**src/rtl/core/lome_pkg.sv**
```systemverilog
package lome_pkg;

    // Index and count width; covers any store depth up to 63 entries.
    localparam int IDX_W = 6;

    // Command codes.
    localparam logic [1:0] CMD_NEW    = 2'd0;
    localparam logic [1:0] CMD_CANCEL = 2'd1;

    // Event kinds.
    localparam logic [1:0] EV_ACCEPTED  = 2'd0;
    localparam logic [1:0] EV_REJECTED  = 2'd1;
    localparam logic [1:0] EV_FILLED    = 2'd2;
    localparam logic [1:0] EV_CANCELLED = 2'd3;

    // Reject reasons.
    localparam logic [2:0] RSN_NONE      = 3'd0;
    localparam logic [2:0] RSN_BAD_CMD   = 3'd1;
    localparam logic [2:0] RSN_OFF_TICK  = 3'd2;
    localparam logic [2:0] RSN_BAD_QTY   = 3'd3;
    localparam logic [2:0] RSN_DUPLICATE = 3'd4;
    localparam logic [2:0] RSN_UNKNOWN   = 3'd5;
    localparam logic [2:0] RSN_BOOK_FULL = 3'd6;

    // Cell operation codes.
    localparam logic [1:0] OP_NONE   = 2'd0;
    localparam logic [1:0] OP_REMOVE = 2'd1;
    localparam logic [1:0] OP_SETREM = 2'd2;
    localparam logic [1:0] OP_INSERT = 2'd3;

    // One resting order.
    typedef struct packed {
        logic               valid;
        logic [31:0]        order_id;
        logic [15:0]        client;
        logic [31:0]        client_handle;
        logic signed [31:0] price;
        logic [30:0]        remaining;
        logic               side;
    } entry_t;

    // Update broadcast to every cell.
    typedef struct packed {
        logic [1:0]       kind;
        logic [IDX_W-1:0] idx;
        logic [30:0]      rem;
        entry_t           entry;
    } cell_op_t;

    // Search key broadcast to every cell.
    typedef struct packed {
        logic [15:0] client;
        logic [31:0] client_handle;
        logic        opp;
    } search_t;

    // Search token handed from cell to cell.
    typedef struct packed {
        logic               key_hit;
        logic [IDX_W-1:0]   key_idx;
        logic [31:0]        key_oid;
        logic signed [31:0] key_price;
        logic [30:0]        key_rem;
        logic               key_side;
        logic               best_hit;
        logic [IDX_W-1:0]   best_idx;
        logic [31:0]        best_oid;
        logic signed [31:0] best_price;
        logic [30:0]        best_rem;
        logic [15:0]        best_client;
        logic [31:0]        best_clo;
    } token_t;

    // Status of the remainder unit.
    typedef struct packed {
        logic done;
        logic zero;
    } rem_status_t;

    // One result transaction.
    typedef struct packed {
        logic [1:0]         kind;
        logic [31:0]        order_id;
        logic [31:0]        rest_id;
        logic [15:0]        client;
        logic [31:0]        client_handle;
        logic signed [31:0] price;
        logic signed [31:0] quantity;
        logic [15:0]        rest_client;
        logic [31:0]        rest_handle;
        logic               side;
        logic [2:0]         reason;
        logic               last;
    } event_t;

endpackage

```
**src/rtl/core/lome_cell.sv**
```systemverilog
module lome_cell
    import lome_pkg::*;
#(
    parameter int IDX = 0
)
(
    input  logic     clk,
    input  logic     rst_n,
    input  cell_op_t op,
    input  search_t  search,
    input  entry_t   next_entry,
    input  token_t   tok_in,
    output entry_t   entry,
    output token_t   tok_out
);

    localparam logic [IDX_W-1:0] MY_IDX = IDX_W'(IDX);

    entry_t entry_reg;
    entry_t entry_next;
    token_t tok_reg;
    token_t tok_next;

    // Entry update: shift down on removal, overwrite on insert or partial fill.
    always_comb
    begin
        entry_next = entry_reg;
        case (op.kind)
            OP_REMOVE:
            begin
                if (MY_IDX >= op.idx)
                begin
                    entry_next = next_entry;
                end
            end
            OP_SETREM:
            begin
                if (MY_IDX == op.idx)
                begin
                    entry_next.remaining = op.rem;
                end
            end
            OP_INSERT:
            begin
                if (MY_IDX == op.idx)
                begin
                    entry_next = op.entry;
                end
            end
            default:
            begin
                entry_next = entry_reg;
            end
        endcase
    end

    // Entry register; reset clears the whole entry, valid bit included.
    always_ff @(posedge clk or negedge rst_n)
    begin
        if (!rst_n)
        begin
            entry_reg <= '0;
        end
        else
        begin
            entry_reg <= entry_next;
        end
    end

    // Token update: first key match wins, strictly better price wins.
    always_comb
    begin
        tok_next = tok_in;
        if (entry_reg.valid && !tok_in.key_hit &&
            entry_reg.client == search.client &&
            entry_reg.client_handle == search.client_handle)
        begin
            tok_next.key_hit   = 1'b1;
            tok_next.key_idx   = MY_IDX;
            tok_next.key_oid   = entry_reg.order_id;
            tok_next.key_price = entry_reg.price;
            tok_next.key_rem   = entry_reg.remaining;
            tok_next.key_side  = entry_reg.side;
        end
        if (entry_reg.valid && entry_reg.side == search.opp &&
            (!tok_in.best_hit ||
             (search.opp ? ($signed(entry_reg.price) < $signed(tok_in.best_price))
                         : ($signed(entry_reg.price) > $signed(tok_in.best_price)))))
        begin
            tok_next.best_hit    = 1'b1;
            tok_next.best_idx    = MY_IDX;
            tok_next.best_oid    = entry_reg.order_id;
            tok_next.best_price  = entry_reg.price;
            tok_next.best_rem    = entry_reg.remaining;
            tok_next.best_client = entry_reg.client;
            tok_next.best_clo    = entry_reg.client_handle;
        end
    end

    always_ff @(posedge clk or negedge rst_n)
    begin
        if (!rst_n)
        begin
            tok_reg <= '0;
        end
        else
        begin
            tok_reg <= tok_next;
        end
    end

    assign entry   = entry_reg;
    assign tok_out = tok_reg;

endmodule

```
**config.mk**
```make
export PLATFORM = sky130hd
export DESIGN_NAME = lome_cell
export DESIGN_NICKNAME = d
export VERILOG_FILES = /design/src/rtl/core/lome_pkg.sv /design/src/rtl/core/lome_cell.sv
export SDC_FILE = /design/constraint.sdc
export NUM_CORES = 1
export LEC_CHECK = 0
export ABC_AREA = 1
export ABC_CLOCK_PERIOD_IN_PS = 2100
export BUFFER_PORTS_ARGS = -buffer_cell sky130_fd_sc_hd__buf_2
export CELL_PAD_IN_SITES_DETAIL_PLACEMENT = 0
export CELL_PAD_IN_SITES_GLOBAL_PLACEMENT = 1
export CORE_AREA = 2 2 397 399
export DETAILED_ROUTE_END_ITERATION = 12
export DIE_AREA = 0 0 399 401
export PLACE_DENSITY_LB_ADDON = 0.1
export SLEW_MARGIN = 20
export SYNTH_ARGS = -nofsm -noshare
export SYNTH_HDL_FRONTEND = slang
export SYNTH_SLANG_ARGS = --single-unit
```
**constraint.sdc**
```tcl
create_clock -name clk -period 2.1 [get_ports clk]
set_clock_uncertainty 0.2 [all_clocks]
set_input_delay 0.315 -clock clk [delete_from_list [all_inputs] [get_ports clk]]
set_output_delay 0.315 -clock clk [all_outputs]
set_load 0.1 [all_outputs]
```
# Word level (Yosys, flattened, before mapping)

Index checks and enable logic that the tools add are counted.

Word-level logic and storage cells: 54
Output and inout port bits: 398
Register bits: 398
Input bits: 633

$lt $le $gt $ge: 3
Equal/unequal tests: 9
Muxes and demuxes: 9
Reduce and logical (&&, ||, !) cells: 13

Operators by type and width:

| cell                 | number |
|---|---|
| $mux W145            | 2 |
| $pmux W113 S2        | 1 |
| $mux W150            | 1 |
| $mux W103            | 1 |
| $pmux W31 S3         | 1 |
| $eq A32 B32 Y1       | 1 |
| $gt A32 B32 Y1       | 1 |
| $lt A32 B32 Y1       | 1 |
| $mux W31             | 1 |
| $eq A16 B16 Y1       | 1 |
| $ge A1 B6 Y1 const A | 1 |
| $logic_not A6 Y1     | 1 |
| $ne A2 B2 Y1 const B | 3 |
| $logic_and A1 B1 Y1  | 5 |
| $eq A2 B2 Y1 const B | 2 |
| $reduce_and A4 Y1    | 1 |
| $reduce_and A3 Y1    | 1 |
| $reduce_bool A3 Y1   | 1 |
| $eq A2 B1 Y1 const B | 1 |
| $logic_not A1 Y1     | 2 |
| $pmux W1 S2          | 1 |
| $reduce_bool A2 Y1   | 1 |
| $eq A1 B1 Y1         | 1 |
| $logic_or A1 B1 Y1   | 1 |
| $mux W1              | 1 |

# Logic depth before layout (Yosys ltp)

Gate-level depths: netlist (run 1).

Depth in word-level cells: 5
Mapped depth: 22
Depth with buffers taken out: 20

# Worst setup path before layout (run 1)

Ideal clock, no wire load.

Kind: register -> register
From: register entry_reg, in the netlist entry[61]
To: register tok_reg, in the netlist tok_out[100]
Clock period less this slack: 2870 ps
Data required time: 1779 ps
Library setup time: 121 ps
Arrival time: 2549 ps
Path slack: -770 ps
Buffers on the path: 2
Cell stages (with the launch flop): 16
Path through: dfrtp_1 -> ha_1 -> a21oi_1 -> nor2_1 -> nor2_1 -> nand2_1 -> nor2_1 -> nand2_1 -> nand2_1 -> nand3_1 -> nand3_2 -> nand2_2 -> buf_6 -> buf_6 -> nand2_1 -> nand2_1

RTL lines:

| what                     | line             | RTL |
|---|---|---|
| start: declaration       | lome_cell.sv:19  | `entry_t entry_reg;` |
| start signal: assignment | lome_cell.sv:66  | `entry_reg <= entry_next;` |
| end signal: assignment   | lome_cell.sv:108 | `tok_reg <= tok_next;` |
| end: declaration         | lome_cell.sv:21  | `token_t tok_reg;` |

==> results of run 1 <==
[repair_timing]
action	CTS	global route
resized for setup	218	597
setup endpoints to repair	407	466
buffers inserted	26	14
pin swaps	42	86
cloned	25	11
hold buffers	549	0
hold endpoints to repair	767	0
[where the power goes]
| group | internal [mW] | switching (mW) |
|---|---|---|
| clock | 6.00 | 4.17 |
| combinational | 5.49 | 13.3 |
| sequential | 8.87 | 1.01 |
| total | 20.4 | 18.4 |
[per-layer routing]
metal,track usage [%],vias up
met4,2.836,26
met5,0,-
met3,3.474,147
met2,30.44,685
li1,-,10731
met1,21.12,10758
[placed cells by master (no fill, tap or decap), drive strengths merged, types with 16 or more instances in the layout]
cell type,netlist,layout
a41oi,31,31
nand3,158,158
inv,69,70
a31oi,114,114
dfrtp,398,398
dlygate4sd3,0,549
ha,32,32
xor2,23,23
nor2,168,168
buf,49,1310
nand2,957,957
clkbuf,83,181
diode,0,16
[area by class of cell]
| cell class | count | area, um^2 | share of cell area [%] |
|---|---|---|---|
| clock inverter | 11 | 131.4 | 0.3340 |
| multi-input combinational | 1554 | 8608 | 21.89 |
| antenna | 16 | 40.04 | 0.1018 |
| clock buffer | 97 | 1788 | 4.546 |
| tap | 2058 | 2575 | 6.547 |
| sequential | 398 | 10090 | 25.67 |
| inverter | 70 | 282.8 | 0.7190 |
| timing repair buffer | 1944 | 15810 | 40.20 |
[path summary, 6_finish.rpt]
check                                          to                  start  cells after the start
min reg2reg                tok_out[153]$_DFF_PN0_   entry[3]$_DFFE_PN0P_                      2
max reg2reg                 tok_out[43]$_DFF_PN0_  entry[39]$_DFFE_PN0P_                     17
min in group asynchronous  tok_out[181]$_DFF_PN0_                  rst_n                      3
max                         tok_out[43]$_DFF_PN0_  entry[39]$_DFFE_PN0P_                     17
max in group asynchronous   entry[47]$_DFFE_PN0P_                  rst_n                      3
min                        entry[104]$_DFFE_PN0P_                op[183]                      5
[worst register-to-register path, cell delays in order, from the launching register on]
cell and delay, ns:
sky130_fd_sc_hd__dfrtp_4 0.49, sky130_fd_sc_hd__ha_4 0.23, sky130_fd_sc_hd__a21o_1 0.18, sky130_fd_sc_hd__nor2_2 0.14
sky130_fd_sc_hd__nand2_1 0.07, sky130_fd_sc_hd__nand2_1 0.06, sky130_fd_sc_hd__nand2_1 0.06, sky130_fd_sc_hd__nand2_2 0.11
sky130_fd_sc_hd__nand2_2 0.06, sky130_fd_sc_hd__nand2_2 0.08, sky130_fd_sc_hd__nand2_2 0.05, sky130_fd_sc_hd__nand2_2 0.08
sky130_fd_sc_hd__nand3_4 0.14, sky130_fd_sc_hd__buf_12 0.19, sky130_fd_sc_hd__buf_16 0.16, sky130_fd_sc_hd__clkbuf_16 0.24
sky130_fd_sc_hd__nand3_1 0.06, sky130_fd_sc_hd__nand2_1 0.06
[logic make-up (layout without fill, tap and decap cells)]
kind of cell / after synthesis / count (layout) / synth area share, %
xor gates and xnor gates: 34 / 34 / 1.666
buffers and inverters: 202 / 2122 / 4.836
other: 0 / 16 / 0
AOI/OAI and AO/OA: 172 / 172 / 6.376
and+or+nand+nor: 1316 / 1316 / 29.18
DFF: 398 / 398 / 55.71
adders and majority gates: 32 / 32 / 2.239
==> results, run 1 <==
- The flow ran to the end, but the final reports show violations.
- The final reports fail on setup timing.
- The core region is 0.1557 mm^2.
- Each instance of the synthesized netlist takes up on average 8.300 um^2.
- The largest voltage drop on the vdd net is 0.5925 mV.
- The first-pass GRT wire length is 192.5 mm.
- The initial antenna violation count is 44.
- The die outline area is 0.1600 mm^2.
- The synthesized net count is 2819.
- The element type at the critical path start is a flop.
- The most prevalent standard cell on the critical path is sky130_fd_sc_hd__nand2_2.
- The number of design rule violations left after detail routing is 0.
- The max-slew violation total from the final report is 0.
- The data arrival time at the worst-slack endpoint is 3.11 ns.
- The family with the most delay on the worst path is simple AND/OR/NAND/NOR gates.
- The critical path contains buffers and inverters numbering 3 combined.
- For this run, the number of Yosys warnings is 0.
- The total number of vias is 22.35k.
- Global routing consumed, over all layers together, 17.02% of the routing resources.
- The CTS tree is built.
- The summed negative setup slack over all endpoints is -147.49 ns.
- Of the post-synthesis cell area, the dominant cell type holds a little under three fifths.
- The die is 401 um tall.
- Setup repair after global routing could not meet its margin everywhere.
- After clock tree synthesis, the clock-pin slew on the worst setup and hold paths is 0.06 ns.
- After routing the design area is 0.03933 mm^2.
- After synthesis, the cell types taking the most area are sky130_fd_sc_hd__dfrtp_1, sky130_fd_sc_hd__nand2_1, sky130_fd_sc_hd__nand3_1.
- The post-synthesis sequential element count is 398.
- Of the synthesized area, sequential elements account for 55.71%.
- For this run, the leading register cell type out of synthesis is sky130_fd_sc_hd__dfrtp_1.
- By count the netlist is led by sky130_fd_sc_hd__nand2_1, sky130_fd_sc_hd__dfrtp_1, sky130_fd_sc_hd__nor2_1.
- The final hold slack is between 0.15 and 0.2 ns.
- The synthesis-to-finish area growth is 120.0%.
- The type of element capturing the critical path is a flop.
- The share of layout cells above drive strength 1 is around 46%.
- Dividing the detail-routed via count by the number of cells gives 3.635.
- The final instance count without filler cells is approximately 6.1k.
- For this run, asynchronously set or reset flops after synthesis account for 100.0%.
- The largest driver fanout on the critical path is 8.
- OpenSTA, run right after detailed placement, puts the worst setup slack at -0.8280 ns.
- Cells fill 25.27% of the core in the end.
- Synthesis instantiated 29 different standard cells from the library.
- The tightest min-delay check is of the primary input to flop type.
- The achievable frequency is ~360 MHz.
- The remaining antenna violation count is 0.
- The initial core utilization is 11.49%.
- The final layout net count is 4690.
- The final cycle utilization of the critical path is 132.6%.
- The boundary pin count is 1031.
- After detailed routing, the wire length on met1 is 61.04 mm.
- The count of H-tree levels built during CTS is 2.
- The final layout contains routed wiring with a total length of 142.7 mm.
- The violation count after the first detailed-route iteration is 925.
- Summing every instance area after synthesis gives 0.01788 mm^2.
- The weighted congestion at the end of routability-driven global placement is between 0.7 and 0.8.
- The filler cell count in the final layout is 17.35k.
- Counting flops with a built-in enable in the synthesized netlist gives 0.
- The count of clock tree sinks is a little under 400.
- Setup violations remaining at the end of the flow were counted as ~250.
- At the pin with the least slew margin, the transition time is 0.5953 ns.
- The largest net degree at the start of global routing is 69.
- After detailed placement, the total cell area comes to 0.02831 mm^2.
- The CTS buffer count is 57.
- The minimum period implied by the final worst setup slack is approximately 2.8 ns.
- The uppermost signal routing layer after detailed routing is met5.
- The max-slew headroom at the worst pin is between 60 and 70%.
- The sum of net half-perimeters after detailed placement is 106.5 mm.
- The power density relative to cell area is between 900 and 1000 mW/mm^2.
- The number of failing hold endpoints at the final stage is 0.
- The top cell type by total area after synthesis is sky130_fd_sc_hd__dfrtp_1.
- At the worst endpoint, the required time is 2.43 ns.
- The largest stage delay on the critical path is 0.49 ns.
- After floorplanning, the core was divided into 145 placement rows.
- The average wire length per cell after detail routing is approximately 23 um.
- The most common cell in the synthesized netlist is sky130_fd_sc_hd__nand2_1.
- Wire segments on met2 add up to 71.02 mm in the final route.
- Traced cell by cell, the critical path runs through ha_4, a21o_1, nor2_2, nand2_1, nand2_1, nand2_1, nand2_2, nand2_2, nand2_2, nand2_2, nand2_2, nand3_4, buf_12, buf_16, clkbuf_16, nand3_1, nand2_1.
- The register with the most flip-flops in the layout has 253 of them.
- Setup slack on the critical path of the routed design comes to -0.6840 ns.
- The master cell of the clock root buffer is sky130_fd_sc_hd__clkbuf_16.
- The total power draw is 38.80 mW.
- From left edge to right edge, the die measures 399 um.
- The clock insertion delay at the later pin of the skew report is 0.66 ns.
- The critical path class is flop to flop.
- The detailed-routed wire length on met3 is 7.923 mm.
- The maximum buffer depth of the clock tree is 3.
- The static power due to leakage is 19.50 nW.
- The remaining global-route overflow is 0.
- The number of maximum-capacitance constraint violations is 0.
- The setup check on the worst reg-to-reg path leaves a slack of -0.68 ns.
- For this design, the slowest cell found on the critical path is sky130_fd_sc_hd__dfrtp_4.
- The first TritonRoute pass finished after 5 iterations.
- Synthesis produced a netlist whose cell count is 2154.
- The number of cells in the design after placement is roughly 5.4k.
- The via count of the first global-routing pass is 24.29k.
- During placement, the flow inserted port buffers numbering 1030.
Note: power is estimated with default switching activity, not from simulation.
==> run 2, diff against run 1 <==
--- a/config.mk
+++ b/config.mk
@@ -6,13 +6,14 @@
 export NUM_CORES = 1
 export LEC_CHECK = 0
 export ABC_AREA = 1
-export ABC_CLOCK_PERIOD_IN_PS = 2100
+export ABC_CLOCK_PERIOD_IN_PS = 2910
 export BUFFER_PORTS_ARGS = -buffer_cell sky130_fd_sc_hd__buf_2
 export CELL_PAD_IN_SITES_DETAIL_PLACEMENT = 0
 export CELL_PAD_IN_SITES_GLOBAL_PLACEMENT = 1
-export CORE_AREA = 2 2 397 399
+export CORE_AREA = 2 2 400 402
+export CTS_CLUSTER_DIAMETER = 30
 export DETAILED_ROUTE_END_ITERATION = 12
-export DIE_AREA = 0 0 399 401
+export DIE_AREA = 0 0 402 404
 export PLACE_DENSITY_LB_ADDON = 0.1
 export SLEW_MARGIN = 20
 export SYNTH_ARGS = -nofsm -noshare
==> constraint.sdc (replaced) <==
create_clock -name clk -period 2.91 [get_ports clk]
set_clock_uncertainty 0.2 [all_clocks]
set_input_delay 0.4365 -clock clk [delete_from_list [all_inputs] [get_ports clk]]
set_output_delay 0.4365 -clock clk [all_outputs]
set_load 0.1 [all_outputs]
==> run 2 against run 1 <==
Against the previous run:
- the flow now finishes without violations
- first-iteration DRC count decreased by 7.9%
- power decreased by 3.6%
- combinational power decreased by 35%
- design area increased by 0.56%
- cell count increased by 1.1%
- sequential power decreased by 28%
- utilization decreased by 0.21 points
==> results, run 2 (synthesis results as in run 1) <==
- Of all nets on the critical path, the largest fanout is 5.
- The worst setup path is launched from a primary input.
- Buffers placed on the I/O ports in this run total about 1k.
- The sequential cells in the finished layout cover a total of 0.009962 mm^2.
- In this run the clock root is driven by a sky130_fd_sc_hd__clkbuf_16.
- The uppermost signal routing layer after detailed routing is met5.
- The sum of net half-perimeters after detailed placement is 108.6 mm.
- The share of layout cells above drive strength 1 is 39.59%.
- The first global-routing pass estimated 192.6 mm of wire.
- At the worst endpoint, the required time is 3.32 ns.
- Static timing analysis puts the maximum clock frequency at 355.9 MHz.
- The core footprint is 0.1578 mm^2.
- The worst path meets setup with 0.09988 ns of slack.
- The flip-flop count of the largest register after layout is 253.
- The die is between 400 and 500 um wide.
- The number of failing hold endpoints at the final stage came to 0.
- The clock insertion delay at the later pin of the skew report is 0.75 ns.
- The CTS buffer count is 170.
- Summed over all failing endpoints, the final setup total negative slack is 0 ns.
- After detailed routing, the wire length on met1 is about 57 mm.
- In the final routed layout, each cell accounts on average for between 20 and 25 um.
- The detailed router finished its first iteration with between 800 and 900 violations.
- The final cycle utilization of the critical path is 96.57%.
- The via count of the first global-routing pass is 24.80k.
- Setup violations remaining at the end of the flow were counted as 0.
- The final instance count without filler cells is 6218.
- Entering global routing, the biggest net connects 63 pins.
- The critical path class is primary input to flop.
- The initial antenna violation count is 52.
- The transition at the pin with the smallest max-transition slack is 0.6670 ns.
- The worst reg-to-reg setup slack is roughly 0.13 ns.
- The CTS tree is built.
- The type of element capturing the critical path is a flop.
- The maximum buffer depth of the clock tree is 3.
- The clock edge transition at the registers on the reported setup and hold paths is 0.04 ns.
- Counting the fill cells in the layout gives 17.70k.
- In the layout the commonest cells are sky130_fd_sc_hd__buf_2, sky130_fd_sc_hd__nand2_1, sky130_fd_sc_hd__dlygate4sd3_1.
- The min-delay analysis places its worst path in the category primary input to async pin.
- The capturing point of the worst reg2reg path is tok_out[81]$_DFF_PN0_.
- The reg-to-reg critical path startpoint is entry[57]$_DFFE_PN0P_.
- The floorplan step defined a die boundary enclosing 0.1624 mm^2.
- The boundary pin count is 1031.
- Setup repair after global routing could not meet its margin everywhere.
- The number of cells in the design after placement is 5326.
- The total number of vias is 22.67k.
- Counting I/O delays and the setup requirement, the final critical path takes 2.810 ns.
- The final layout net count is around 4.7k.
- Across the VDD grid, the largest voltage drop is just under 0.5 mV.
- The max-slew violation total from the final report was 0.
- The flow ran to the end, and the final reports show no timing, DRC or antenna violations.
- The data arrival time at the worst-slack endpoint is ~3.2 ns.
- The count of nets left with antenna violations once routing finished came out at 0.
- The utilization after layout is approximately a quarter.
- From synthesis to final layout, the design area changed by 121.2%.
- The number of design rule violations left after detail routing is 0.
- The clock drives 398 sinks.
- At the end of routability-driven placement, the weighted congestion stood at around 0.8.
- The library cell used most frequently in the layout, excluding fill and tap cells, is sky130_fd_sc_hd__buf_2.
- In the final layout, the multi-input gates occupy 0.007520 mm^2.
- The total power draw is 37.40 mW.
- The number of vias per cell after detailed routing is around 3.6.
- For this run, the total global-route usage over all layers was measured as between 10% and 20%.
- Max-cap violations in this run came to 0.
- The power density relative to cell area is about 950 mW/mm^2.
- The total overflow left after global routing is 0.
- The pre-antenna-repair detailed-routing pass consisted of 5 iterations.
- The post-placement worst setup slack is -0.4856 ns.
- Row generation in the floorplan step produced 146 rows.
- The count of cells along the worst register-to-register path is 16.
- The met2 routed wirelength is approximately 72 mm.
- The count of H-tree levels built during CTS is 4.
- The die extent in y is 404 um.
- Summed over all nets, wire length on met3 after detailed routing comes to around 8.3 mm.
- The static power due to leakage is just under 20 nW.
- Wires add up to around 140 mm.
- The initial core utilization is 11.33%.
- The max-slew headroom at the worst pin is 55.54%.
run 2: timing repair:
| action | CTS | global route |
|---|---|---|
| endpoints found under the setup margin | 163 | 205 |
| pin swaps | 15 | 17 |
| hold endpoints to repair | 706 | 0 |
| buffers inserted | 14 | 3 |
| resized for setup | 30 | 120 |
| gates cloned | 5 | 6 |
| hold buffers | 544 | 0 |
run 2: through the flow:
stage	hold slack, ns	cell area (um^2)
final	0.02981	39550
after global routing	0.02323	39550
after CTS	0.01379	38960
after detailed placement	0.2700	27180
after global placement	0.2735	27180
after floorplan	-0.05909	17880
run 2: worst max-delay path by stage:
stage                     slack (ns)  depth (start not counted)                endpoint                  start
after detailed placement       -0.49                         14    tok_out[0]$_DFF_PN0_            tok_in[110]
after CTS                      -0.03                         20   tok_out[56]$_DFF_PN0_  entry[35]$_DFFE_PN0P_
final                            0.1                         18   tok_out[81]$_DFF_PN0_            tok_in[102]
after global placement         -0.49                         16    tok_out[0]$_DFF_PN0_            tok_in[109]
after floorplan                 0.04                         15  tok_out[100]$_DFF_PN0_  entry[61]$_DFFE_PN0P_
after global routing           -0.08                         19   tok_out[81]$_DFF_PN0_  entry[43]$_DFFE_PN0P_
run 2: report_power, final:
group / total, mW / switching [mW] / internal [mW] / leakage, nW
sequential: 7.12 / 0.751 / 6.37 / 4.80
combinational: 12.3 / 9.17 / 3.13 / 12.2
clock: 18.0 / 5.08 / 12.9 / 2.88
run 2: cell type report:
class | instances | share of cell area (%)
Clock buffer | 282 | 13.44
Timing Repair Buffer | 1798 | 33.47
Tap cell | 2072 | 6.555
Inverter | 70 | 0.7086
Multi-Input combinational cell | 1555 | 19.01
Clock inverter | 29 | 1.537
Sequential cell | 398 | 25.19
Antenna cell | 14 | 0.08858
run 2: worst max-delay path: stages:
cell and delay (ns):
sky130_fd_sc_hd__dlygate4sd3_1 0.55, sky130_fd_sc_hd__buf_2 0.14, sky130_fd_sc_hd__inv_1 0.09, sky130_fd_sc_hd__ha_4 0.22, sky130_fd_sc_hd__a21oi_1 0.23, sky130_fd_sc_hd__o21a_1 0.16, sky130_fd_sc_hd__a21oi_1 0.07, sky130_fd_sc_hd__nor2_1 0.19
sky130_fd_sc_hd__nand2_2 0.08, sky130_fd_sc_hd__nand2_2 0.08, sky130_fd_sc_hd__nand3_2 0.10, sky130_fd_sc_hd__nand3_4 0.17, sky130_fd_sc_hd__nand2_8 0.11, sky130_fd_sc_hd__buf_12 0.20, sky130_fd_sc_hd__buf_16 0.15, sky130_fd_sc_hd__buf_8 0.13
sky130_fd_sc_hd__nand2_2 0.04, sky130_fd_sc_hd__nand2_1 0.04
run 2: layer usage:
layer / up-vias / track usage [%]
met5: - / 0
met4: 40 / 4.841
met1: 10917 / 19.32
met3: 246 / 4.869
met2: 758 / 29.93
li1: 10705 / -
