==> src/rtl/core/lome_pkg.sv <==
package lome_pkg;

    // Index and count width; covers any store depth up to 63 entries.
    localparam int IDX_W = 6;

    // Command codes.
    localparam logic [1:0] CMD_NEW    = 2'd0;
    localparam logic [1:0] CMD_CANCEL = 2'd1;

    // Event kinds.
    localparam logic [1:0] EV_ACCEPTED  = 2'd0;
    localparam logic [1:0] EV_REJECTED  = 2'd1;
    localparam logic [1:0] EV_FILLED    = 2'd2;
    localparam logic [1:0] EV_CANCELLED = 2'd3;

    // Reject reasons.
    localparam logic [2:0] RSN_NONE      = 3'd0;
    localparam logic [2:0] RSN_BAD_CMD   = 3'd1;
    localparam logic [2:0] RSN_OFF_TICK  = 3'd2;
    localparam logic [2:0] RSN_BAD_QTY   = 3'd3;
    localparam logic [2:0] RSN_DUPLICATE = 3'd4;
    localparam logic [2:0] RSN_UNKNOWN   = 3'd5;
    localparam logic [2:0] RSN_BOOK_FULL = 3'd6;

    // Cell operation codes.
    localparam logic [1:0] OP_NONE   = 2'd0;
    localparam logic [1:0] OP_REMOVE = 2'd1;
    localparam logic [1:0] OP_SETREM = 2'd2;
    localparam logic [1:0] OP_INSERT = 2'd3;

    // One resting order.
    typedef struct packed {
        logic               valid;
        logic [31:0]        order_id;
        logic [15:0]        client;
        logic [31:0]        client_handle;
        logic signed [31:0] price;
        logic [30:0]        remaining;
        logic               side;
    } entry_t;

    // Update broadcast to every cell.
    typedef struct packed {
        logic [1:0]       kind;
        logic [IDX_W-1:0] idx;
        logic [30:0]      rem;
        entry_t           entry;
    } cell_op_t;

    // Search key broadcast to every cell.
    typedef struct packed {
        logic [15:0] client;
        logic [31:0] client_handle;
        logic        opp;
    } search_t;

    // Search token handed from cell to cell.
    typedef struct packed {
        logic               key_hit;
        logic [IDX_W-1:0]   key_idx;
        logic [31:0]        key_oid;
        logic signed [31:0] key_price;
        logic [30:0]        key_rem;
        logic               key_side;
        logic               best_hit;
        logic [IDX_W-1:0]   best_idx;
        logic [31:0]        best_oid;
        logic signed [31:0] best_price;
        logic [30:0]        best_rem;
        logic [15:0]        best_client;
        logic [31:0]        best_clo;
    } token_t;

    // Status of the remainder unit.
    typedef struct packed {
        logic done;
        logic zero;
    } rem_status_t;

    // One result transaction.
    typedef struct packed {
        logic [1:0]         kind;
        logic [31:0]        order_id;
        logic [31:0]        rest_id;
        logic [15:0]        client;
        logic [31:0]        client_handle;
        logic signed [31:0] price;
        logic signed [31:0] quantity;
        logic [15:0]        rest_client;
        logic [31:0]        rest_handle;
        logic               side;
        logic [2:0]         reason;
        logic               last;
    } event_t;

endpackage

==> src/rtl/core/lome_rem.sv <==
module lome_rem
    import lome_pkg::*;
(
    input  logic        clk,
    input  logic        rst_n,
    input  logic        start,
    input  logic [30:0] dividend,
    input  logic [15:0] divisor,
    output rem_status_t status
);

    logic        act_reg;
    logic        act_next;
    logic        done_reg;
    logic        done_next;
    logic [4:0]  cnt_reg;
    logic [4:0]  cnt_next;
    logic [15:0] r_reg;
    logic [15:0] r_next;
    logic [30:0] q_reg;
    logic [30:0] q_next;
    logic [15:0] d_reg;
    logic [15:0] d_next;
    logic [16:0] trial;

    // Restoring remainder, one dividend bit per cycle.
    always_comb
    begin
        act_next  = act_reg;
        done_next = 1'b0;
        cnt_next  = cnt_reg;
        r_next    = r_reg;
        q_next    = q_reg;
        d_next    = d_reg;
        trial     = {r_reg, q_reg[30]};
        if (start)
        begin
            act_next = 1'b1;
            cnt_next = '0;
            r_next   = '0;
            q_next   = dividend;
            d_next   = divisor;
        end
        else if (act_reg)
        begin
            if (trial >= {1'b0, d_reg})
            begin
                r_next = 16'(trial - {1'b0, d_reg});
            end
            else
            begin
                r_next = trial[15:0];
            end
            q_next   = {q_reg[29:0], 1'b0};
            cnt_next = cnt_reg + 5'd1;
            if (cnt_reg == 5'd30)
            begin
                act_next  = 1'b0;
                done_next = 1'b1;
            end
        end
    end

    always_ff @(posedge clk or negedge rst_n)
    begin
        if (!rst_n)
        begin
            act_reg  <= 1'b0;
            done_reg <= 1'b0;
            cnt_reg  <= '0;
        end
        else
        begin
            act_reg  <= act_next;
            done_reg <= done_next;
            cnt_reg  <= cnt_next;
        end
    end

    always_ff @(posedge clk)
    begin
        r_reg <= r_next;
        q_reg <= q_next;
        d_reg <= d_next;
    end

    assign status.done = done_reg;
    assign status.zero = (r_reg == '0);

endmodule

==> config.mk <==
export PLATFORM = sky130hd
export DESIGN_NAME = lome_rem
export DESIGN_NICKNAME = d
export VERILOG_FILES = /design/src/rtl/core/lome_pkg.sv /design/src/rtl/core/lome_rem.sv
export SDC_FILE = /design/constraint.sdc
export NUM_CORES = 1
export LEC_CHECK = 0
export BUFFER_PORTS_ARGS = -buffer_cell sky130_fd_sc_hd__buf_2
export CORE_MARGIN = 5
export CORE_UTILIZATION = 42
export CTS_CLUSTER_DIAMETER = 60
export DETAILED_ROUTE_END_ITERATION = 8
export PLACE_DENSITY = 0.67
export RECOVER_POWER = 100
export SKIP_CTS_REPAIR_TIMING = 1
export SYNTH_ARGS = -nofsm -noshare
export SYNTH_HDL_FRONTEND = slang
export SYNTH_SLANG_ARGS = --single-unit
==> constraint.sdc <==
create_clock -name clk -period 3.2 [get_ports clk]
set_input_delay 0.48 -clock clk [delete_from_list [all_inputs] [get_ports clk]]
set_output_delay 0.48 -clock clk [all_outputs]
set_load 0.01 [all_outputs]
Word level (Yosys, flattened, before mapping). Cells that the tools add are included.

Add/sub/neg operators: 2. Order comparisons: 1. Equal/unequal tests: 1. Multiplexer cells: 11. Reduce and logical (&&, ||, !) cells: 2.

Operator list (number): 2-to-1 mux 31 bit (2); greater-or-equal comparator 17 x 16 -> 1 bit (1); zero test 16 bit (1); 2-to-1 mux 16 bit (1); subtractor 16 bit (1); 2-to-1 mux 5 bit (2); 2-to-1 mux 1 bit (6); adder 5 x 1 -> 5 bit, second input constant (1); equality test 5 bit, second input constant (1); nonzero test 2 bit (1).

Flip-flop bits (word level): 70. Output and inout port bits: 2. Word-level logic and storage cells: 23.

Logic depth before layout (Yosys ltp). Gate-level depths: netlist of the first run.

Depth in word-level cells: 4. Gate-level depth with buffers: 11.

Worst setup path before layout of the first run. OpenSTA, ideal clock, no wires.

Path type: reg2reg. From: register q_reg[30]. To: register r_reg[14]. Setup time: 0.087 ns. Data arrival time: 2.252 ns. Required time: 3.113 ns. Setup slack: 0.860 ns. Cell stages (with the launch flop): 12. Buffers on the path: 0. Clock period less this slack: 2.340 ns. Path through: edfxtp_1 inv_1 ha_1 inv_1 fa_1 a21o_1 a221oi_1 nor3_1 o21ai_0 a31oi_1 xnor2_1 o31ai_1.

Longest elaborated chain between the ends: 2. Elaborated cells on any way between the ends: 3.

RTL lines: start: declaration (line lome_rem.sv:20) `logic [30:0] q_reg;`; start signal: assignment (line lome_rem.sv:83) `q_reg <= q_next;`; subtractor 16 bit or greater-or-equal comparator 17 x 16 -> 1 bit (tied branches) (line lome_rem.sv:48, lome_rem.sv:46); 2-to-1 mux 16 bit * (line lome_rem.sv:46) `if (trial >= {1'b0, d_reg})`; end signal: assignment (line lome_rem.sv:82) `r_reg <= r_next;`; end: declaration (line lome_rem.sv:18) `logic [15:0] r_reg;`.

Every way passes the cells marked *; elsewhere a longest branch is shown, timed or not. A chain may end at the register's enable or synchronous reset.

Worst setup path in the final report of the first run. Same ends and word-level chain as after synthesis.

==> results of run 1 <==
## stage by stage
stage               setup slack, ns  hold slack [ns]
detailed placement           0.5861           0.3254
global route                 0.2657           0.2870
floorplan                    0.8605           0.1844
finish                       0.5126           0.3078
global placement             0.6981           0.3221
CTS                          0.5622         -0.05694
## synthesized netlist by cell type (all sizes together) (4+ instances only)
cell type	count
a21o	4
nand2	32
edfxtp	47
dfrtp	7
nand3	14
a21oi	15
ha	18
inv	22
xor2	11
a311oi	5
clkbuf	8
nor4	4
o21ai	5
nand2b	4
xnor2	6
o31ai	4
nor2	18
nand4	5
mux2	30
dfxtp	16
buf	5
o311ai	5
## worst max-delay path by stage
| stage | from | to | slack [ns] | depth (start not counted) |
|---|---|---|---|---|
| after floorplan | q_reg[30] | r_reg[14] | 0.86 | 11 |
| after global placement | q_reg[30] | r_reg[14] | 0.70 | 11 |
| after detailed placement | q_reg[30] | r_reg[14] | 0.59 | 11 |
| after CTS | q_reg[30] | r_reg[14] | 0.56 | 11 |
| after global routing | d_reg[4] | r_reg[7] | 0.27 | 10 |
| final | q_reg[30] | r_reg[14] | 0.51 | 11 |
## metal layers
layer  up-vias  global-route usage (%)  share of wire (%)
li1       1252                       -                  -
met1      1213                   19.82                 46
met2        67                   22.24                 46
met3         9                   5.007                6.4
met4         0                   4.844                1.0
met5         -                       0                  0
## power groups by stage
stage | Sequential (W) | Clock (W) | Combinational (W)
floorplan | 0.00118 | 0 | 0.000707
global placement | 0.00121 | 0 | 0.000881
detailed placement | 0.00121 | 0 | 0.000889
CTS | 0.00119 | 0.000721 | 0.000892
global route | 0.00121 | 0.000765 | 0.000981
finish | 0.00120 | 0.000697 | 0.000876
## logic make-up (layout without fill, tap and decap cells)
kind of cell,after synthesis,count (layout),share of synthesized area [%]
AO/OA/AOI/OAI,54,54,10.88
XOR/XNOR,17,17,4.135
buffers and inverters,35,94,4.204
flip-flops,70,70,52.95
adder cells (fa/ha/maj),19,19,6.810
AND/OR/NAND/NOR,85,85,11.08
multiplexers,32,32,9.937
## worst reg2reg max path, stage by stage, from the launching register on
cell	delay (ns)
edfxtp_1	0.36
inv_1	0.08
ha_1	0.16
inv_1	0.06
fa_1	0.40
a21o_1	0.22
a221oi_1	0.42
nor3_1	0.10
o21ai_0	0.32
a31oi_1	0.17
xnor2_1	0.15
o31ai_1	0.18
## cell type report
type	count	area share (%)
clock buffers	9	2.998
multi-input cells	207	37.34
repair buffers	56	6.784
inverters	22	1.999
clock inverters	7	1.545
flip-flops and latches	70	46.15
well taps	105	3.180
==> run metrics, run 1 <==
status=finished clean; H-tree Lvls=3; clock share of power=25.2%; RR Startpoint=q_reg[30]; final instance area=~4100 um^2; asr flop ratio synth=10.00%; fraction of final layout cells sized beyond drive strength 1=between 20% and 30%; yosys warns=0; Reg2Reg Capture Point=r_reg[14]; number of flip-flops under the largest register name=31; first-pass GRT wire length=roughly 12 mm; switching power=0.0009351 W; Yosys top cell by area=edfxtp_1; commonest non-fill, non-tap cell in the layout=edfxtp_1; Worst Hold End=d_reg[9]; number of global-route vias before repair=roughly 2500; clk_skew=0.008000 ns; Worst-path clk slew=0.08 ns; initial antenna violation count=0; TNS Setup=0 ns; Synth Net Count=381; First DRT Iteration DRCs=between 90 and 100; Crit Path Max Fanout=2; WS Path Type=flop to flop; Skew-Pair Late Insertion Delay=0.35 ns; unrepaired setup endpoints after global routing=no; sequential fraction of the synthesis area=52.95%; Yosys reg bits=70; CP required=approximately 3.5 ns; Finished Layout Cells=476; Crit path top cell by count=inv_1; startpoint class of the critical path=flop; hold path startpoint=divisor[9]; FP Rows=33; reg2reg path depth=11; ys flop type=edfxtp_1; synth top area cells=edfxtp_1 (39%), mux2_2 (9.4%), dfxtp_1 (8.9%); Hold Path Class=primary input to flop; Die X-Extent=102.6 um; Detail Route Antenna Nets=0; # IOs=52; DP Area=3949 um^2; Setup-failing EPs final=0; max cap viols=0; cts bufs inserted=9; Final Slew Violations=0; final hold viol count=0; # fillers=753; clk sink count=70; Yosys top cell area share=between 30% and 40%; area of the multi-input gates=between 1500 and 2000 um^2; Die Y=a little over 100 um; most frequent cells in the layout=edfxtp_1 (47), buf_2 (46), nand2_1 (32), mux2_2 (30), inv_1 (22); final core occ=49.78%; R2R Setup Slk=~0.51 ns; CP Data Arrival Time=2.95 ns; Mean Syn Cell Area=around 12 um^2; EDFF count, synth=47; drt total wl=around 7.3 mm; CTS tree=done; switching share of power=33.78%; NumNets Final=435; Longest Clk Path Bufs=2; Post-DP HPWL=5.287 mm; crit end category=flop; worst slew pin tran=1.066 ns; Remaining DRCs=0; Power Total=roughly 0.0028 W; largest net degree at the start of global routing=44; via count=between 2000 and 3000; GRT Overall Usage=14.69%; P per Cell Area=roughly 670 nW/um^2; diodes inserted=0; hold depth=1; CP bufs+invs=2; combinational share of power=31.6%; cells along the critical path=inv_1 -> ha_1 -> inv_1 -> fa_1 -> a21o_1 -> a221oi_1 -> nor3_1 -> o21ai_0 -> a31oi_1 -> xnor2_1 -> o31ai_1; register area=~1900 um^2; TritonRoute pass-1 iters=4; port bufs=51; Via-to-Cell Ratio=5.338; Tmin final=between 2 and 3 ns; fin crit share=83.98%; synth-to-layout area growth=14.73%; Die ar.=10530 um^2; slew margin rel.=between 20% and 30%; Post-Syn Instances=312; Pleak=between 1.5 and 2 nW; CP max stage cell=a221oi_1; core area=between 8000 and 9000 um^2; kind of cell adding the most delay to the critical path=compound AO/OA/AOI/OAI gates; Initial Utilization=43.39%; global route overflow=0; count of different cell masters after synthesis=50; maximum operating frequency=372.1 MHz; clk root buf=clkbuf_8; dpl cells=459; Peak VDD IR=0.0002793 V; routed len/inst=15.39 um; sequential power share=between 40% and 50%; Crit path largest cell delay=0.42 ns; Placer Congestion=roughly 0.89; cell area after synthesis=3601 um^2; cell internal pwr=0.001833 W
Note: power is estimated with default switching activity, not from simulation.
==> run 2: changes to the inputs <==
--- a/config.mk
+++ b/config.mk
@@ -10,7 +10,7 @@
 export CORE_UTILIZATION = 42
 export CTS_CLUSTER_DIAMETER = 60
 export DETAILED_ROUTE_END_ITERATION = 8
-export PLACE_DENSITY = 0.67
+export PLACE_DENSITY = 0.69
 export RECOVER_POWER = 100
 export SKIP_CTS_REPAIR_TIMING = 1
 export SYNTH_ARGS = -nofsm -noshare
==> constraint.sdc (replaced) <==
create_clock -name clk -period 2.2 [get_ports clk]
set_input_delay 0.33 -clock clk [delete_from_list [all_inputs] [get_ports clk]]
set_output_delay 0.33 -clock clk [all_outputs]
set_load 0.01 [all_outputs]
==> run metrics, run 2 (synthesis gave the netlist of run 1 again) <==
clk_skew=0.007951 ns (was 0.008000 ns); switching share of power=35.21% (was 33.78%); TNS Setup=-2.506 ns (was 0 ns); Finished Layout Cells=535 (was 476); Pleak=2.119 nW (was 1.751 nW); CP bufs+invs=2 (unchanged); Remaining DRCs=0 (unchanged); status=finished with violations (was finished clean); WS Path Type=flop to flop (unchanged); Crit Path Max Fanout=2 (unchanged); via count=2861 (was 2541); CP required=2.45 ns (was 3.46 ns); CP Data Arrival Time=2.79 ns (was 2.95 ns); Detail Route Antenna Nets=0 (unchanged); slew margin rel.=50.11% (was 28.92%); most frequent cells in the layout=buf_4 (53), edfxtp_1 (47), buf_2 (47), nand2_1 (31), mux2_2 (30) (was edfxtp_1 (47), buf_2 (46), nand2_1 (32), mux2_2 (30), inv_1 (22)); combinational share of power=44.4% (was 31.6%); Setup-failing EPs final=15 (was 0); largest net degree at the start of global routing=31 (was 44); switching power=0.001753 W (was 0.0009351 W); Initial Utilization=43.39% (unchanged); startpoint class of the critical path=flop (unchanged); sequential power share=34.3% (was 43.2%); Crit path largest cell delay=0.44 ns (was 0.42 ns); cts bufs inserted=9 (unchanged); Die X-Extent=102.6 um (unchanged); initial antenna violation count=0 (unchanged); port bufs=51 (unchanged); kind of cell adding the most delay to the critical path=compound AO/OA/AOI/OAI gates (unchanged); final hold viol count=0 (unchanged); commonest non-fill, non-tap cell in the layout=buf_4 (was edfxtp_1); global route overflow=0 (unchanged); CTS tree=done (unchanged); Die Y=102.6 um (unchanged); unrepaired setup endpoints after global routing=yes (was no); max cap viols=0 (unchanged); Skew-Pair Late Insertion Delay=0.35 ns (about the same); number of flip-flops under the largest register name=31 (unchanged); Via-to-Cell Ratio=5.348 (was 5.338); NumNets Final=494 (was 435); diodes inserted=0 (unchanged); GRT Overall Usage=15.98% (was 14.69%); synth-to-layout area growth=34.29% (was 14.73%); cell internal pwr=0.003224 W (was 0.001833 W); core area=8299 um^2 (unchanged); fin crit share=115.2% (was 83.98%); Tmin final=2.535 ns (was 2.687 ns); Crit path top cell by count=inv_2 (was inv_1); clk sink count=70 (unchanged); Hold Path Class=primary input to flop (unchanged); violated checks=negative setup slack; clk root buf=clkbuf_8 (unchanged); Die ar.=10530 um^2 (unchanged); fraction of final layout cells sized beyond drive strength 1=44.19% (was 27.49%); Worst-path clk slew=0.08 ns (about the same); cells along the critical path=inv_2 -> ha_4 -> inv_2 -> fa_2 -> a21o_1 -> a221oi_4 -> nor3_2 -> o21ai_2 -> a31oi_1 -> xnor2_1 -> o31ai_1 (was inv_1 -> ha_1 -> inv_1 -> fa_1 -> a21o_1 -> a221oi_1 -> nor3_1 -> o21ai_0 -> a31oi_1 -> xnor2_1 -> o31ai_1); routed len/inst=16.42 um (was 15.39 um); Final Slew Violations=0 (unchanged); number of global-route vias before repair=2691 (was 2528); drt total wl=8.785 mm (was 7.325 mm); clock share of power=21.4% (was 25.2%); PnR worst setup slack=-0.3345 ns (was 0.5126 ns); CP max stage cell=edfxtp_1 (was a221oi_1); final core occ=58.27% (was 49.78%); H-tree Lvls=3 (unchanged); P per Cell Area=1029 nW/um^2 (was 670.0 nW/um^2); first-pass GRT wire length=12.87 mm (was 12.05 mm); dpl cells=507 (was 459); First DRT Iteration DRCs=215 (was 98); # IOs=52 (unchanged); Longest Clk Path Bufs=2 (unchanged); FP Rows=33 (unchanged); Placer Congestion=0.8635 (was 0.8924); worst slew pin tran=0.7484 ns (was 1.066 ns); Post-DP HPWL=5.872 mm (was 5.287 mm); R2R Setup Slk=-0.33 ns (was 0.51 ns); Peak VDD IR=0.0004192 V (was 0.0002793 V); maximum operating frequency=394.5 MHz (was 372.1 MHz); crit end category=flop (unchanged); TritonRoute pass-1 iters=5 (was 4)
[run 2: area by class of cell]
class                           count  area (um^2)
Clock buffer                       10        127.6
Inverter                           22        82.58
Multi-Input combinational cell    210         1809
Fill cell                         705         3463
Sequential cell                    70         1907
Tap cell                          105        131.4
Clock inverter                      6        68.82
Timing Repair Buffer              112        709.4
[run 2: stage by stage]
stage / cell area [um^2] / setup WS, ns / total power, W / hold WS, ns
final: 4836 / -0.3345 / 0.004977 / 0.1535
after global routing: 4836 / -0.4345 / 0.005250 / 0.1350
after CTS: 4537 / -0.4635 / 0.004502 / -0.2053
after floorplan: 3607 / 0.007650 / 0.002755 / 0.03441
after detailed placement: 4340 / -0.4059 / 0.003428 / 0.1764
after global placement: 4340 / -0.3234 / 0.003398 / 0.1727
[run 2: metal layers]
metal / wire (um) / share of wire [%] / up-vias / GRT usage [%]
met3: 648 / 7.4 / 27 / 5.751
met5: 0 / 0 / - / 0
li1: - / - / 1382 / -
met2: 4185 / 48 / 95 / 25.62
met1: 3740 / 43 / 1357 / 20.37
met4: 210 / 2.4 / 0 / 4.642
[run 2: power by group through the flow]
stage / clock network [W] / logic, W / registers [W]
after floorplan: 0 / 0.00104 / 0.00172
after global placement: 0 / 0.00169 / 0.00171
after detailed placement: 0 / 0.00172 / 0.00171
after CTS: 0.00109 / 0.00173 / 0.00168
after global routing: 0.00116 / 0.00237 / 0.00172
final: 0.00106 / 0.00221 / 0.00171
[run 2: final timing paths]
check | from | endpoint | cells past startpoint
worst min-delay path | divisor[14] | d_reg[14] | 1
worst max-delay path | q_reg[30] | r_reg[14] | 11
min in group asynchronous | rst_n | cnt_reg[0] | 2
max in group asynchronous | rst_n | cnt_reg[1] | 2
worst max register to register | q_reg[30] | r_reg[14] | 11
worst min register to register | q_reg[17] | q_reg[18] | 1
[run 2: worst reg2reg max path, delay by kind of cell (launching register included)]
family | cells | cell delay (ns)
flops | 1 | 0.44
xor+xnor | 1 | 0.14
buf+inv | 2 | 0.17
simple gates | 1 | 0.09
fa+ha+maj | 2 | 0.51
compound gates | 5 | 1.09
==> run 3: changes to the inputs <==
--- a/config.mk
+++ b/config.mk
@@ -10,9 +10,10 @@
 export CORE_UTILIZATION = 42
 export CTS_CLUSTER_DIAMETER = 60
 export DETAILED_ROUTE_END_ITERATION = 8
-export PLACE_DENSITY = 0.69
+export PLACE_DENSITY = 0.67
 export RECOVER_POWER = 100
 export SKIP_CTS_REPAIR_TIMING = 1
+export SKIP_LAST_GASP = 1
 export SYNTH_ARGS = -nofsm -noshare
 export SYNTH_HDL_FRONTEND = slang
 export SYNTH_SLANG_ARGS = --single-unit
==> constraint.sdc (replaced) <==
create_clock -name clk -period 2.46 [get_ports clk]
set_input_delay 0.369 -clock clk [delete_from_list [all_inputs] [get_ports clk]]
set_output_delay 0.369 -clock clk [all_outputs]
set_load 0.01 [all_outputs]
==> run metrics, run 3 (synthesis gave the netlist of run 1 again) <==
largest net degree at the start of global routing=32 (was 31); CP max stage cell=or4_4 (was edfxtp_1); Crit Path Max Fanout=6 (was 2); Pleak=2.008 nW (was 2.119 nW); Post-DP HPWL=5.751 mm (was 5.872 mm); wl on met1=3.529 mm (was 3.740 mm); status=finished clean (was finished with violations); P per Cell Area=922.2 nW/um^2 (was 1029 nW/um^2); Longest Clk Path Bufs=2 (unchanged); number of global-route vias before repair=2743 (was 2691); Remaining DRCs=0 (unchanged); global route overflow=0 (unchanged); Final Slew Violations=0 (unchanged); cells along the critical path=inv_2 -> ha_4 -> nand4_1 -> or4_4 -> nor2_4 -> a2111oi_4 -> buf_4 -> o31ai_4 -> nand2_1 -> a311oi_2 (was inv_2 -> ha_4 -> inv_2 -> fa_2 -> a21o_1 -> a221oi_4 -> nor3_2 -> o21ai_2 -> a31oi_1 -> xnor2_1 -> o31ai_1); Die X-Extent=102.6 um (unchanged); CTS tree=done (unchanged); cts bufs inserted=9 (unchanged); GRT Overall Usage=15.66% (was 15.98%); CP Data Arrival Time=2.65 ns (was 2.79 ns); CP bufs+invs=2 (unchanged); TritonRoute pass-1 iters=4 (was 5); # IOs=52 (unchanged); met2 routed WL=3.980 mm (was 4.185 mm); Placer Congestion=0.9651 (was 0.8635); most frequent cells in the layout=edfxtp_1 (47), buf_2 (47), buf_4 (38), nand2_1 (32), mux2_2 (30) (was buf_4 (53), edfxtp_1 (47), buf_2 (47), nand2_1 (31), mux2_2 (30)); PnR worst setup slack=0.06583 ns (was -0.3345 ns); switching share of power=33.62% (was 35.21%); Initial Utilization=43.39% (unchanged); initial antenna violation count=0 (unchanged); via count=2729 (was 2861); # fillers=707 (was 705); Die Y=102.6 um (unchanged); clock share of power=24.0% (was 21.4%); core area=8299 um^2 (unchanged); First DRT Iteration DRCs=119 (was 215); wire length on met3=464 um (was 648 um); synth-to-layout area growth=29.53% (was 34.29%); port bufs=51 (unchanged); Detail Route Antenna Nets=0 (unchanged); Setup-failing EPs final=0 (was 15); clk root buf=clkbuf_8 (unchanged); Die ar.=10530 um^2 (unchanged); dpl cells=489 (was 507); switching power=0.001446 W (was 0.001753 W); Tmin final=2.394 ns (was 2.535 ns); Finished Layout Cells=515 (was 535); uppermost layer routed=met4 (unchanged); diodes inserted=0 (unchanged); final hold viol count=0 (unchanged); routed len/inst=15.93 um (was 16.42 um); H-tree Lvls=3 (unchanged); first-pass GRT wire length=12.71 mm (was 12.87 mm); worst slew pin tran=0.8069 ns (was 0.7484 ns); Place WS=-0.2267 ns (was -0.4059 ns); number of flip-flops under the largest register name=31 (unchanged); Via-to-Cell Ratio=5.299 (was 5.348); kind of cell adding the most delay to the critical path=simple AND/OR/NAND/NOR gates (was compound AO/OA/AOI/OAI gates); startpoint class of the critical path=flop (unchanged); clk_skew=0.01068 ns (was 0.007951 ns); Skew-Pair Late Insertion Delay=0.35 ns (about the same); NumNets Final=474 (was 494); WS Path Type=flop to flop (unchanged); fraction of final layout cells sized beyond drive strength 1=40.49% (was 44.19%); maximum operating frequency=417.7 MHz (was 394.5 MHz); sequential power share=35.8% (was 34.3%); FP Rows=33 (unchanged); Hold Path Class=primary input to flop (unchanged); cell internal pwr=0.002855 W (was 0.003224 W); Crit path largest cell delay=0.58 ns (was 0.44 ns); slew margin rel.=46.21% (was 50.11%); Worst-path clk slew=0.08 ns (about the same); clk sink count=70 (unchanged); crit end category=flop (unchanged); drt total wl=8.202 mm (was 8.785 mm); CP required=2.72 ns (was 2.45 ns); Peak VDD IR=0.0003700 V (was 0.0004192 V); max cap viols=0 (unchanged); fin crit share=97.32% (was 115.2%); hold_ws=0.1878 ns (was 0.1535 ns); combinational share of power=40.2% (was 44.4%)
-- run 3: cell count changes in the layout (fill, tap and decap cells not counted), sizes merged --
cell / before / now
buf: 103 / 85
bufinv: 1 / 2
o31a: 4 / 2
clkinvlp: 0 / 1
clkinv: 2 / 4
inv: 25 / 22
clkbuf: 18 / 16
o31ai: 4 / 5
-- run 3: routing by layer --
layer  vias up  GRT usage [%]
met2        65          24.98
met1      1309          19.25
met4         0          7.972
met3        19          4.668
met5         -              0
li1       1336              -
-- run 3: worst register-to-register path, delay by kind of cell, from the launching register on --
| kind | cells | cell delay [ns] |
|---|---|---|
| AND/OR/NAND/NOR | 4 | 1.01 |
| AO/OA/AOI/OAI | 3 | 0.43 |
| buffers and inverters | 2 | 0.22 |
| flip-flops | 1 | 0.35 |
| adder cells (fa/ha/maj) | 1 | 0.29 |
-- run 3: power groups by stage --
stage	combinational [W]	sequential [W]	clock, W
final	0.00173	0.00154	0.00103
after global routing	0.00189	0.00156	0.00112
after CTS	0.00140	0.00152	0.00107
after detailed placement	0.00139	0.00155	0
after global placement	0.00137	0.00154	0
after floorplan	0.000919	0.00154	0
-- run 3: stage by stage --
step                      TNS, ns  util (%)  instance area, um^2  total power, W
after floorplan                 0         -                 3601        0.002455
after global placement    -0.4562     50.29                 4174        0.002917
after detailed placement   -1.098     50.29                 4174        0.002938
after CTS                  -1.400     52.98                 4397        0.003986
after global routing      -0.1996     56.20                 4664        0.004562
final                           0     56.20                 4664        0.004301
-- run 3: area by class of cell --
type,count,area [um^2],share of cell area (%)
flip-flops and latches,70,1907,40.88
clock buffers,9,123.9,2.656
repair buffers,93,558.0,11.96
multi-input cells,209,1763,37.80
well taps,105,131.4,2.817
clock inverters,7,98.84,2.119
inverters,22,82.58,1.770
-- run 3: worst paths after layout --
path                                    to        start  cells past startpoint  slack (ns)
worst max register to register    r_reg[5]     d_reg[4]                     10        0.07
max in group asynchronous          act_reg        rst_n                      2        1.73
min in group asynchronous       cnt_reg[1]        rst_n                      2        0.44
worst max-delay path              r_reg[5]     d_reg[4]                     10        0.07
worst min register to register   r_reg[11]    r_reg[11]                      2        0.55
worst min-delay path             d_reg[10]  divisor[10]                      1        0.19
